===== src/rtl/gcnl_ram.sv =====
// gcnl_ram: generic single write port, single read port ram
// registered read data; no dependencies
module gcnl_ram #(
	parameter int WIDTH = 8,
	parameter int DEPTH = 16
) (
	input  logic                    clk,
	input  logic                    we,
	input  logic [((DEPTH > 1) ? $clog2(DEPTH) : 1)-1:0] waddr,
	input  logic [WIDTH-1:0]        wdata,
	input  logic                    re,
	input  logic [((DEPTH > 1) ? $clog2(DEPTH) : 1)-1:0] raddr,
	output logic [WIDTH-1:0]        rdata
);
	logic [WIDTH-1:0] mem [DEPTH];

	always_ff @(posedge clk) begin
		if (we) begin
			mem[waddr] <= wdata;
		end
		if (re) begin
			rdata <= mem[raddr];
		end
	end
endmodule


===== config.mk =====
export PLATFORM = sky130hd
export DESIGN_NAME = gcnl_ram
export DESIGN_NICKNAME = d
export VERILOG_FILES = /design/src/rtl/gcnl_ram.sv
export SDC_FILE = /design/constraint.sdc
export NUM_CORES = 1
export LEC_CHECK = 0
export BUFFER_PORTS_ARGS = -buffer_cell sky130_fd_sc_hd__buf_2
export CORE_MARGIN = 10
export CORE_UTILIZATION = 49
export CTS_BUF_LIST = sky130_fd_sc_hd__clkbuf_4
export DETAILED_ROUTE_END_ITERATION = 7
export GPL_TIMING_DRIVEN = 1
export PLACE_DENSITY = 0.73
export SETUP_SLACK_MARGIN = 0.1
export SLEW_MARGIN = 30
export SYNTH_ARGS = -nofsm -noshare
export SYNTH_HDL_FRONTEND = slang
export SYNTH_SLANG_ARGS = --single-unit

===== constraint.sdc =====
create_clock -name clk -period 2.59 [get_ports clk]
set_input_delay 0.6475 -clock clk [delete_from_list [all_inputs] [get_ports clk]]
set_output_delay 0.6475 -clock clk [all_outputs]
set_load 0.05 [all_outputs]

==> flow_summary.toml <==
[status]
outcome = "complete, no violations"

[cts]
cts_setup_buffers = 0
cts-buffers-inserted = 17
clk_path_buf_depth = 2
worstSkewPairLatency_ns = 0.52
htreeDepth = 4
ctsResizeCount = 0
cts_sinks = 136
clk_pin_slew_ns = 0.11
ctsHoldBuffers = 0
cts_tree = "built"
clockRootBuffer = "clkbuf_4"

[cells_and_area]
fin_nets = 304
seq_area_um2 = 4084
instances_no_fill = 435
multi_input_area_um2 = 1057
fillCellCount = 758
drive_gt1_share_pct = 31.54
syn_to_final_growth_pct = 13.95

[power_and_ir_drop]
ir_drop_v = 0.0002770
seqPwrFrac_pct = 57.6
power_mw = 4.320
switchingPower_mw = 0.8667
swShare_pct = 20.06
clkPwrFrac_pct = 36.3
p_leak_nw = 2.010
power_density_nw_per_um2 = 725.2
p_comb_share_pct = 6.1
power.internal_mw = 3.453

[setup_path]
cp_cell_sequence = "buf_2"
cp-startpoint = "rdata[7]"
regToRegEndpoint = "rdata[7]"
cp.arrival_ns = 1.21
endpoint = "rdata[7]"
crit_buf_inv = 1
cp_slowest_cell = "edfxtp_1"
critPathMaxFanout = 1
critPathKind = "flip-flop to primary output"
r2r_cells = 3
crit_family = "flip-flops"
crit_required_ns = 1.94
crit-reg2reg-launch = "mem[11][7]"
cp.depth = 1
rrSetupSlack_ns = 1.11
max_stage_delay_ns = 0.40
critPathCaptureType = "primary output"
cp-start-kind = "flip-flop"

[grt]
track_usage_pct = 14.69
gr-total-overflow = 0
grt_max_degree = 33
antenna_found_initial = 1
grt_pass1_vias = 2677
grt_first_pass_wirelength_um = 15790

[sta]
setup_tns_ns = 0
slew_headroom_pct = 72.78
min_period_ns = 1.853
setup_viol = 0
clock.fmax_mhz = 539.7
slew_viol_final = 0
rsz0062_at_grt = "no"
finalCritPeriodShare_pct = 71.54
tightestPinTransition_ns = 0.4083
worst_clock_skew_ns = 0.01185
finalHoldViolCount = 0

[logic_synthesis]
synth_area_per_cell_um2 = 22.83
ys_ff_latch = 136
ys_async_sr_fraction_pct = 0
syn_area_um2 = 5228
synth_nets = 248
yosysTopAreaCell = "edfxtp_1"
synthFlopType = "edfxtp_1"
yosys-top-cells-area = "edfxtp_1 78%, mux4_2 7.8%, mux4_1 7.0%"
synth_cells = 229
synth_edf_count = 136
yosysWarnings = 0
synth_top_cell_area_share_pct = 78.12
yosysSeqAreaShare_pct = 78.12
synth.distinct_cells = 18

[die]
die_y_um = 123.3
io_pins = 27
die_x_um = 123.3
die_area_um2 = 15200
initial_utilization_pct = 50.41
rows = 37
coreArea_um2 = 10370

[route]
drt_pass1_iterations = 4
routed_wl_um = 10090
drtIter0Drc = 252
wl_per_cell_um = 23.18
drcViolationCount = 0
num_vias = 2493
via_per_inst = 5.731
antenna_left = 0

[place]
routabilityCongestion = 0.7229
port_buffers = 26
hpwl_um = 6422
dp_cells = 402

[run]
max_cap_viol_count = 0

[worst_hold_path]
hp-class = "input pin to flip-flop"
synth_stat cells (2+ instances only):
cell / number
nor2_1: 13
mux4_2: 18
nand2_1: 9
buf_2: 3
nand2b_1: 2
clkdlybuf4s25_2: 3
nor3_1: 4
nand3b_1: 2
a22oi_1: 16
mux4_1: 14
buf_6: 3
edfxtp_1: 136
cell type report:
class	instances	share of cell area [%]
flip-flops and latches	136	68.56
multi-input cells	83	17.75
repair buffers	47	5.251
clock inverters	12	3.025
well taps	136	2.857
clock buffers	20	2.520
diodes	1	0.04201
layer usage:
metal,wire (um),vias up,GRT usage (%)
met5,0,-,0
met4,103,0,6.332
met3,1059,9,3.920
met2,4905,129,21.57
met1,4017,1256,20.35
li1,-,1099,-
stage by stage:
step / instance area, um^2 / hold WS, ns / utilization [%] / setup slack [ns]
final: 5957 / 0.4940 / 57.44 / 0.7370
after global routing: 5957 / 0.4385 / 57.44 / 0.6572
after CTS: 5954 / 0.4458 / 57.42 / 0.6848
after detailed placement: 5624 / 0.7486 / 54.24 / 0.2998
after global placement: 5624 / 0.7311 / 54.24 / 0.2861
after floorplan: 5228 / 0.7048 / - / 0.4496
state kept, by name, summed over array words and instances (netlist names):
signal	cells
mem	128
rdata	8
logic make-up after synthesis:
family / Yosys count / share of synthesized area [%]
buf+inv: 10 / 1.651
flops: 136 / 78.12
compound gates: 16 / 2.298
mux: 32 / 14.79
simple gates: 35 / 3.136
power groups by stage:
stage / Combinational [mW] / Clock, mW / Sequential [mW]
floorplan: 0.125 / 0 / 2.57
global placement: 0.262 / 0 / 2.54
detailed placement: 0.267 / 0 / 2.54
CTS: 0.268 / 1.61 / 2.49
global route: 0.285 / 1.70 / 2.49
finish: 0.262 / 1.57 / 2.49
worst min-delay path by stage:
stage | from | end | slack [ns] | cells past startpoint
final | wdata[0] | mem[10][0] | 0.49 | 1
after CTS | wdata[0] | mem[10][0] | 0.45 | 1
after global routing | re | rdata[7] | 0.44 | 1
after global placement | mem[14][3] | rdata[3] | 0.73 | 3
after floorplan | mem[7][0] | rdata[0] | 0.70 | 3
after detailed placement | mem[15][3] | rdata[3] | 0.75 | 3
placed cells by master, fill, tap and decap left out:
cell type / instances
and2b_1: 1
buf_4: 19
nand2b_1: 2
nor3_1: 4
buf_2: 26
diode_2: 1
clkbuf_4: 20
clkinv_1: 4
nand2_1: 9
bufinv_16: 5
nand3b_1: 2
a22oi_1: 16
and2_1: 1
buf_12: 2
or3b_2: 1
nand3_1: 1
edfxtp_1: 136
nor2b_1: 1
clkinv_2: 3
mux4_1: 14
mux4_2: 18
nor2_1: 13
(Power assumes the default switching activity.)
